**config.mk**
```make
export PLATFORM = sky130hd
export DESIGN_NAME = microwire_eeprom_master_unit
export DESIGN_NICKNAME = d
export VERILOG_FILES = /design/src/sv/mwem_pkg.sv /design/src/sv/microwire_eeprom_master_unit.sv
export SDC_FILE = /design/constraint.sdc
export NUM_CORES = 1
export LEC_CHECK = 0
export BUFFER_PORTS_ARGS = -buffer_cell sky130_fd_sc_hd__clkbuf_2
export CORE_ASPECT_RATIO = 1.75
export CORE_MARGIN = 3
export CORE_UTILIZATION = 40
export DETAILED_ROUTE_END_ITERATION = 10
export PLACE_DENSITY = 0.59
export SYNTH_ARGS = -nofsm -noshare
export SYNTH_HDL_FRONTEND = slang
export SYNTH_SLANG_ARGS = --single-unit
```
**constraint.sdc**
```tcl
create_clock -name clk -period 6.9 [get_ports clk]
set_input_delay 0.345 -clock clk [delete_from_list [all_inputs] [get_ports clk]]
set_output_delay 0.345 -clock clk [all_outputs]
set_load 0.01 [all_outputs]
```
**src/sv/mwem_pkg.sv**
```systemverilog
// Package: types, codes and size helpers for the Microwire EEPROM master.
package mwem_pkg;

    localparam int MAX_ADDRESS_BITS = 11;
    localparam int DATA_BITS        = 16;

    localparam int ADDR_W_BITS = $clog2(MAX_ADDRESS_BITS + 1);
    localparam int DATA_W_BITS = $clog2(DATA_BITS + 1);
    localparam int FRAME_W     = MAX_ADDRESS_BITS + 3 + DATA_BITS;
    localparam int BITS_W      = $clog2(FRAME_W + 1);

    localparam int CFG_INDEX_W = 2;
    localparam int CFG_DATA_W  = 3;

    localparam logic [CFG_INDEX_W-1:0] CFG_MODEL_SIZE        = 2'd0;
    localparam logic [CFG_INDEX_W-1:0] CFG_WORD_ORGANIZATION = 2'd1;

    localparam logic OP_TICK    = 1'b0;
    localparam logic OP_COMMAND = 1'b1;

    localparam logic [2:0] CMD_READ      = 3'd0;
    localparam logic [2:0] CMD_WRITE     = 3'd1;
    localparam logic [2:0] CMD_ERASE     = 3'd2;
    localparam logic [2:0] CMD_WRITE_ALL = 3'd3;
    localparam logic [2:0] CMD_ERASE_ALL = 3'd4;
    localparam logic [2:0] CMD_ENABLE    = 3'd5;
    localparam logic [2:0] CMD_DISABLE   = 3'd6;

    localparam logic [1:0] OPC_EXTENDED = 2'd0;
    localparam logic [1:0] OPC_WRITE    = 2'd1;
    localparam logic [1:0] OPC_READ     = 2'd2;
    localparam logic [1:0] OPC_ERASE    = 2'd3;

    localparam logic [1:0] EXT_WRITE_ALL = 2'd1;
    localparam logic [1:0] EXT_ERASE_ALL = 2'd2;
    localparam logic [1:0] EXT_ENABLE    = 2'd3;

    localparam logic [2:0] MODEL_MAX = 3'd4;

    typedef struct packed {
        logic        op;
        logic [2:0]  command;
        logic [10:0] address;
        logic [15:0] write_data;
        logic        data_from_device;
    } item_t;

    typedef struct packed {
        logic        chip_select;
        logic        serial_clock;
        logic        data_to_device;
        logic        busy_res;
        logic        read_valid;
        logic [15:0] read_data;
        logic        command_refused;
    } result_t;

    function automatic logic [ADDR_W_BITS-1:0] addr_width(input logic [2:0] model_size,
                                                          input logic       word_org);
        logic [2:0]             m;
        logic [ADDR_W_BITS-1:0] a;
        m = (model_size > MODEL_MAX) ? MODEL_MAX : model_size;
        case (m)
            3'd0:    a = ADDR_W_BITS'(7);
            3'd1:    a = ADDR_W_BITS'(9);
            3'd2:    a = ADDR_W_BITS'(9);
            default: a = ADDR_W_BITS'(11);
        endcase
        if (word_org)
            a = a - ADDR_W_BITS'(1);
        if (a > ADDR_W_BITS'(MAX_ADDRESS_BITS))
            a = ADDR_W_BITS'(MAX_ADDRESS_BITS);
        return a;
    endfunction

    function automatic logic [DATA_W_BITS-1:0] data_width(input logic word_org);
        logic [DATA_W_BITS-1:0] d;
        d = word_org ? DATA_W_BITS'(16) : DATA_W_BITS'(8);
        if (d > DATA_W_BITS'(DATA_BITS))
            d = DATA_W_BITS'(DATA_BITS);
        return d;
    endfunction

endpackage

```
**src/sv/microwire_eeprom_master_unit.sv**
```systemverilog
// Top level: Microwire serial EEPROM master with registered result and skid stage.
// Each result is registered, held in the skid entry while an older result stalls.
// Throughput: one item per cycle unless stalled; the sequencer updates once per beat.
// A two-entry output stage (result register plus skid) keeps the item port open while
// one result waits; item_stall rises only when both entries are full.
// Reset: asynchronous, active low; lines low, sequencer idle, writes disabled, sizes zero.
module microwire_eeprom_master_unit (
    input  logic                                clk,
    input  logic                                rst_n,
    input  logic                                item_valid,
    output logic                                item_stall,
    input  mwem_pkg::item_t                     item,
    output logic                                result_valid,
    input  logic                                result_stall,
    output mwem_pkg::result_t                   result,
    input  logic                                cfg_valid,
    output logic                                cfg_ready,
    input  logic [mwem_pkg::CFG_INDEX_W-1:0]    cfg_index,
    input  logic [mwem_pkg::CFG_DATA_W-1:0]     cfg_data
);
    import mwem_pkg::*;

    typedef enum logic [2:0] {
        PH_IDLE,
        PH_SEND,
        PH_READ,
        PH_END,
        PH_WAIT
    } phase_t;

    phase_t                 phase_reg, phase_next;
    logic [2:0]             model_size_reg, model_size_next;
    logic                   word_org_reg, word_org_next;
    logic                   write_enabled_reg, write_enabled_next;
    logic [FRAME_W-1:0]     out_shift_reg, out_shift_next;
    logic [BITS_W-1:0]      bits_left_reg, bits_left_next;
    logic [1:0]             sub_phase_reg, sub_phase_next;
    logic [15:0]            in_shift_reg, in_shift_next;
    logic [2:0]             active_cmd_reg, active_cmd_next;
    logic [DATA_W_BITS-1:0] read_len_reg, read_len_next;
    logic                   cs_reg, cs_next;
    logic                   sk_reg, sk_next;
    logic                   di_reg, di_next;
    logic                   out_valid_reg, out_valid_next;
    result_t                out_reg, out_next;
    logic                   skid_valid_reg, skid_valid_next;
    result_t                skid_reg, skid_next;

    logic    accept;
    logic    take;
    result_t res;

    assign item_stall   = skid_valid_reg;
    assign accept       = item_valid && !item_stall;
    assign take         = out_valid_reg && !result_stall;
    assign result_valid = out_valid_reg;
    assign result       = out_reg;
    assign cfg_ready    = 1'b1;

    always_comb
    begin
        logic [ADDR_W_BITS-1:0] aw;
        logic [DATA_W_BITS-1:0] dw;
        logic [FRAME_W-1:0]     amask;
        logic [FRAME_W-1:0]     dmask;
        logic [FRAME_W-1:0]     field;
        logic [FRAME_W-1:0]     frame;
        logic [BITS_W-1:0]      len;
        logic [BITS_W-1:0]      sh;
        logic [1:0]             opc;
        logic                   modifying;
        logic                   refused;
        logic                   rvalid;
        logic [15:0]            rdata;

        phase_next         = phase_reg;
        model_size_next    = model_size_reg;
        word_org_next      = word_org_reg;
        write_enabled_next = write_enabled_reg;
        out_shift_next     = out_shift_reg;
        bits_left_next     = bits_left_reg;
        sub_phase_next     = sub_phase_reg;
        in_shift_next      = in_shift_reg;
        active_cmd_next    = active_cmd_reg;
        read_len_next      = read_len_reg;
        cs_next            = cs_reg;
        sk_next            = sk_reg;
        di_next            = di_reg;

        aw        = addr_width(model_size_reg, word_org_reg);
        dw        = data_width(word_org_reg);
        amask     = (FRAME_W'(1) << aw) - FRAME_W'(1);
        dmask     = (FRAME_W'(1) << dw) - FRAME_W'(1);
        modifying = (item.command >= CMD_WRITE) && (item.command <= CMD_ERASE_ALL);
        refused   = 1'b0;
        rvalid    = 1'b0;
        rdata     = '0;
        sh        = bits_left_reg - BITS_W'(1);

        unique case (item.command)
            CMD_READ:
            begin
                opc   = OPC_READ;
                field = FRAME_W'(item.address) & amask;
            end
            CMD_WRITE:
            begin
                opc   = OPC_WRITE;
                field = FRAME_W'(item.address) & amask;
            end
            CMD_ERASE:
            begin
                opc   = OPC_ERASE;
                field = FRAME_W'(item.address) & amask;
            end
            CMD_WRITE_ALL:
            begin
                opc   = OPC_EXTENDED;
                field = FRAME_W'(EXT_WRITE_ALL) << (aw - ADDR_W_BITS'(2));
            end
            CMD_ERASE_ALL:
            begin
                opc   = OPC_EXTENDED;
                field = FRAME_W'(EXT_ERASE_ALL) << (aw - ADDR_W_BITS'(2));
            end
            CMD_ENABLE:
            begin
                opc   = OPC_EXTENDED;
                field = FRAME_W'(EXT_ENABLE) << (aw - ADDR_W_BITS'(2));
            end
            default:
            begin
                opc   = OPC_EXTENDED;
                field = '0;
            end
        endcase

        frame = (FRAME_W'(1) << (BITS_W'(aw) + BITS_W'(2)))
              | (FRAME_W'(opc) << aw) | field;
        len   = BITS_W'(aw) + BITS_W'(3);
        if (item.command == CMD_WRITE || item.command == CMD_WRITE_ALL)
        begin
            frame = (frame << dw) | (FRAME_W'(item.write_data) & dmask);
            len   = len + BITS_W'(dw);
        end

        if (cfg_valid && cfg_ready)
        begin
            if (cfg_index == CFG_MODEL_SIZE)
                model_size_next = cfg_data;
            else if (cfg_index == CFG_WORD_ORGANIZATION)
                word_org_next = cfg_data[0];
        end

        if (accept)
        begin
            if (item.op == OP_COMMAND)
            begin
                if (phase_reg != PH_IDLE || item.command > CMD_DISABLE
                    || (modifying && !write_enabled_reg))
                begin
                    refused = 1'b1;
                end
                else
                begin
                    if (item.command == CMD_ENABLE)
                        write_enabled_next = 1'b1;
                    if (item.command == CMD_DISABLE)
                        write_enabled_next = 1'b0;
                    out_shift_next  = frame;
                    bits_left_next  = len;
                    sub_phase_next  = 2'd0;
                    in_shift_next   = '0;
                    read_len_next   = dw;
                    active_cmd_next = item.command;
                    phase_next      = PH_SEND;
                    cs_next         = 1'b1;
                    sk_next         = 1'b0;
                    di_next         = 1'b0;
                end
            end
            else
            begin
                unique case (phase_reg)
                    PH_SEND:
                    begin
                        if (sub_phase_reg == 2'd0)
                        begin
                            di_next        = out_shift_reg[sh];
                            sk_next        = 1'b0;
                            sub_phase_next = 2'd1;
                        end
                        else if (sub_phase_reg == 2'd1)
                        begin
                            sk_next        = 1'b1;
                            sub_phase_next = 2'd2;
                        end
                        else
                        begin
                            sk_next        = 1'b0;
                            sub_phase_next = 2'd0;
                            bits_left_next = bits_left_reg - BITS_W'(1);
                            if (bits_left_next == '0)
                            begin
                                if (active_cmd_reg == CMD_READ)
                                begin
                                    bits_left_next = BITS_W'(read_len_reg);
                                    phase_next     = PH_READ;
                                end
                                else
                                begin
                                    phase_next = PH_END;
                                end
                            end
                        end
                    end
                    PH_READ:
                    begin
                        if (sub_phase_reg == 2'd0)
                        begin
                            sk_next        = 1'b1;
                            sub_phase_next = 2'd1;
                        end
                        else
                        begin
                            in_shift_next  = {in_shift_reg[14:0], item.data_from_device};
                            sk_next        = 1'b0;
                            sub_phase_next = 2'd0;
                            bits_left_next = bits_left_reg - BITS_W'(1);
                            if (bits_left_next == '0)
                                phase_next = PH_END;
                        end
                    end
                    PH_END:
                    begin
                        cs_next = 1'b0;
                        sk_next = 1'b0;
                        if (active_cmd_reg >= CMD_WRITE && active_cmd_reg <= CMD_ERASE_ALL)
                        begin
                            phase_next = PH_WAIT;
                        end
                        else
                        begin
                            if (active_cmd_reg == CMD_READ)
                            begin
                                rvalid = 1'b1;
                                rdata  = in_shift_reg;
                            end
                            phase_next = PH_IDLE;
                        end
                    end
                    PH_WAIT:
                    begin
                        cs_next = 1'b1;
                        if (item.data_from_device)
                        begin
                            cs_next    = 1'b0;
                            phase_next = PH_IDLE;
                        end
                    end
                    default:
                    begin
                    end
                endcase
            end
        end

        res.chip_select     = cs_next;
        res.serial_clock    = sk_next;
        res.data_to_device  = di_next;
        res.busy_res        = (phase_next != PH_IDLE);
        res.read_valid      = rvalid;
        res.read_data       = rdata;
        res.command_refused = refused;

        out_valid_next  = out_valid_reg;
        out_next        = out_reg;
        skid_valid_next = skid_valid_reg;
        skid_next       = skid_reg;
        if (take && skid_valid_reg)
        begin
            out_next        = skid_reg;
            skid_valid_next = 1'b0;
        end
        else if (take || !out_valid_reg)
        begin
            out_valid_next = accept;
            out_next       = res;
        end
        else if (accept)
        begin
            skid_valid_next = 1'b1;
            skid_next       = res;
        end
    end

    always_ff @(posedge clk or negedge rst_n)
    begin
        if (!rst_n)
        begin
            phase_reg         <= PH_IDLE;
            model_size_reg    <= '0;
            word_org_reg      <= 1'b0;
            write_enabled_reg <= 1'b0;
            out_shift_reg     <= '0;
            bits_left_reg     <= '0;
            sub_phase_reg     <= '0;
            in_shift_reg      <= '0;
            active_cmd_reg    <= '0;
            read_len_reg      <= '0;
            cs_reg            <= 1'b0;
            sk_reg            <= 1'b0;
            di_reg            <= 1'b0;
            out_valid_reg     <= 1'b0;
            out_reg           <= '0;
            skid_valid_reg    <= 1'b0;
            skid_reg          <= '0;
        end
        else
        begin
            phase_reg         <= phase_next;
            model_size_reg    <= model_size_next;
            word_org_reg      <= word_org_next;
            write_enabled_reg <= write_enabled_next;
            out_shift_reg     <= out_shift_next;
            bits_left_reg     <= bits_left_next;
            sub_phase_reg     <= sub_phase_next;
            in_shift_reg      <= in_shift_next;
            active_cmd_reg    <= active_cmd_next;
            read_len_reg      <= read_len_next;
            cs_reg            <= cs_next;
            sk_reg            <= sk_next;
            di_reg            <= di_next;
            out_valid_reg     <= out_valid_next;
            out_reg           <= out_next;
            skid_valid_reg    <= skid_valid_next;
            skid_reg          <= skid_next;
        end
    end

    skid_implies_out: assert property (@(posedge clk) disable iff (!rst_n)
        skid_valid_reg |-> out_valid_reg)
        else $error("skid entry held without a result beat in front");

    skid_fill: assert property (@(posedge clk) disable iff (!rst_n)
        (accept && out_valid_reg && result_stall) |=> skid_valid_reg)
        else $error("stalled result beat lost its follower");

    idle_lines_low: assert property (@(posedge clk) disable iff (!rst_n)
        (phase_reg == PH_IDLE) |-> (!cs_reg && !sk_reg))
        else $error("serial lines active while sequencer idle");

    send_has_bits: assert property (@(posedge clk) disable iff (!rst_n)
        (phase_reg == PH_SEND || phase_reg == PH_READ) |-> (bits_left_reg != '0))
        else $error("shift phase with no bits left");

    read_two_phase: assert property (@(posedge clk) disable iff (!rst_n)
        (phase_reg == PH_READ) |-> !sub_phase_reg[1])
        else $error("read bit beyond its second phase");

endmodule

```
==> out/metrics.cfg <==
[sta]
period_minus_slack_ns=3.50
setup_tns_ns=0
grt_setup_unrepaired=false
final-hold-violation-count=0
post-route-period-util=0.508
setup_skew_after_layout_ns=0.0143
final_setup_vio_count=0
worst_pin_slew_ns=1.03
timing_max_transition_violations_final=0
highest_clock_frequency_the_design_can_meet_mhz=285
relSlewSlack=0.311

[route]
met1_length_um=6980
avgViaCountPerCell=5.61
drcViolationCount=0
highest-signal-layer=met4
detailroute.wirelength.met3_um=644
dr_total_vias=5748
final_antenna_net_count=0
avgRoutedWirePerCell_um=18.9
drt_iter0_markers=284
routed_wl_um=19300
dr.pass1.iters=5
met2_length_um=10700

[cells_and_area]
layout_commonest_cell=sky130_fd_sc_hd__nand2_1
largest_register_ffs=30
post_route_cells_drive_above_1_share=0.175
n_antenna_cell=0
layout_common_cells=sky130_fd_sc_hd__nand2_1, sky130_fd_sc_hd__dfrtp_1, sky130_fd_sc_hd__clkbuf_2
final_design_area_no_fill_mm2=0.00769
layout-area-overhead-vs-synth_pct=15.2
final_nets=848

[die]
floorplan.io_pins=67
design.core.area_mm2=0.0161
die_y_um=177
core.rowCount=61
start_util=0.415
die_w_um=104
dieArea_mm2=0.0183

[synthesis]
yosys-mux-area-fraction=0.0530
synth_adder_area_share=0.0262
postSynthAreaPerCell_um2=8.83
area_fraction_of_the_dominant_cell_type_after_synthesis=0.431
synth-compound-area-share=0.206
netlist_instances=756
synth-seq-cells=115
synth_simple_gate_area_share=0.216
synth_area_leader_cell=sky130_fd_sc_hd__dfrtp_1
yosys.area_share.xor_xnor=0.0171
netlist_top_cells_area=sky130_fd_sc_hd__dfrtp_1, sky130_fd_sc_hd__nand2_1, sky130_fd_sc_hd__o21ai_0
synth_async_sr_flop_share=1.00
synth-edff-count=0
synthesis.area_mm2=0.00668
yosys_warnings=0
synth.net_count=812
synth_sequential_area_ratio=0.431
synth_top_family_by_area=simple AND/OR/NAND/NOR gates
synth.distinct_cells=75
ys_dominant_reg_cell=sky130_fd_sc_hd__dfrtp_1

[clocking]
clock_pin_transition_on_the_worst_setup_and_hold_timing_paths_ns=0.06
post-cts-setup-buffers=0
clock_sinks=115
clock_latency_ns=0.42
num_cts_buffers=17
ctsLongestPathBuffers=2
ctsResizeCount=0
cts_tree=built
ctsHoldBuffers=0
htreeDepth=4
root_buffer=sky130_fd_sc_hd__clkbuf_16

[setup_path]
crit_top_cell=sky130_fd_sc_hd__ha_1
stage_delay_of_the_slowest_cell_on_the_critical_path_ns=0.41
endpoint_kind=register
crit_required_ns=7.23
largest_driver_fanout_on_the_critical_path=14
crit_path_top_delay_cell=sky130_fd_sc_hd__dfrtp_1
setup.worst_path.start_class=register
path_cells=xnor2_1, or2_2, inv_1, ha_1, nand2b_4, inv_2, ha_1, nand2_1, ha_1, a31o_2, mux2_2, o22ai_1, mux2i_1, o21ai_0
worstPathArrival_ns=3.83
timing.setup.critical_path_class=register to register

[flow_run]
cap_violations=0

[pwr]
power_density_mw_per_mm2=364
p_leak_nw=3.47
ir_drop_v=0.000137

[placement]
place.gp.congestion=0.882
placement.io_buffers=65
dpl_cell_area_mm2=0.00707
post-dp-hpwl_um=14500

[run_status]
status=finished, final reports clean

[global_routing]
grt-ovfl-total=0
first_pass_grt_wire_length_um=31700
antenna_found_initial=0
grt_usage=0.219
grt_start_max_net_pins=62
first_global_vias=5944

[hold_path]
min_path_type=input port to asynchronous set/reset pin

-- cell usage after synthesis, types with 14 or more instances --
library cell	instances
sky130_fd_sc_hd__nand2_1	147
sky130_fd_sc_hd__dfrtp_1	115
sky130_fd_sc_hd__o21ai_0	60
sky130_fd_sc_hd__nor2_1	55
sky130_fd_sc_hd__a21oi_1	33
sky130_fd_sc_hd__clkbuf_1	23
sky130_fd_sc_hd__buf_2	22
sky130_fd_sc_hd__inv_1	22
sky130_fd_sc_hd__nand4_1	16
sky130_fd_sc_hd__nand3_1	15
sky130_fd_sc_hd__nor3_1	15
sky130_fd_sc_hd__a31oi_1	14
sky130_fd_sc_hd__ha_1	14
sky130_fd_sc_hd__mux2i_1	14
-- worst max-delay path, delay by kind of cell (launching register included) --
kind	cells	cell delay, ns
adder cells (fa/ha/maj)	3	0.84
AO/OA/AOI/OAI	3	0.65
AND/OR/NAND/NOR	3	0.52
flip-flops	1	0.41
multiplexers	2	0.38
XOR/XNOR	1	0.33
buffers and inverters	2	0.28
-- cells by family after synthesis --
| kind of cell | after synthesis |
|---|---|
| xor gates and xnor gates | 13 |
| AOI/OAI and AO/OA | 203 |
| other | 1 |
| DFF | 115 |
| muxes | 26 |
| and+or+nand+nor | 307 |
| adders and majority gates | 14 |
| buffers and inverters | 77 |
-- routing by layer --
layer  global-route usage  vias up
met5                    0        -
met4                0.120        0
met3               0.0383       52
met2                0.423      154
met1                0.221     2771
li1                     -     2771
-- path summary, 6_finish.rpt --
path / endpoint / startpoint / slack, ns / depth (start not counted)
max reg2reg: out_shift_reg[14] / model_size_reg[0] / 3.40 / 14
max in group asynchronous: out_shift_reg[25] / rst_n / 5.64 / 2
max: out_shift_reg[14] / model_size_reg[0] / 3.40 / 14
min reg2reg: out_shift_reg[3] / out_shift_reg[3] / 0.47 / 2
min in group clk: model_size_reg[1] / cfg_data[1] / 0.17 / 2
min: result[14] / rst_n / 0.02 / 1
-- metrics by stage --
stage	util	std cells	hold WS [ns]	setup slack, ns	power (mW)
after floorplan	-	756	0.0494	3.87	1.60
after CTS	0.478	1025	0.0411	3.39	2.82
after global routing	0.478	1025	0.0779	3.12	2.97
after global placement	0.439	993	0.459	3.57	1.89
final	0.478	1025	0.0182	3.40	2.80
after detailed placement	0.439	993	0.462	3.44	1.90
-- report_power, final --
group          switching (mW)  leakage (nW)  internal, mW
Combinational           0.568          1.66         0.354
Sequential              0.137          1.51         0.824
Clock                   0.331         0.302         0.582
-- cell type report --
type | count | area, um^2
clock inverters | 14 | 180
fillers | 1559 | 8410
flip-flops and latches | 115 | 2880
well taps | 220 | 275
repair buffers | 70 | 365
multi-input cells | 564 | 3460
inverters | 24 | 90.1
clock buffers | 18 | 439
No activity file was read; power rests on OpenSTA's default activity.
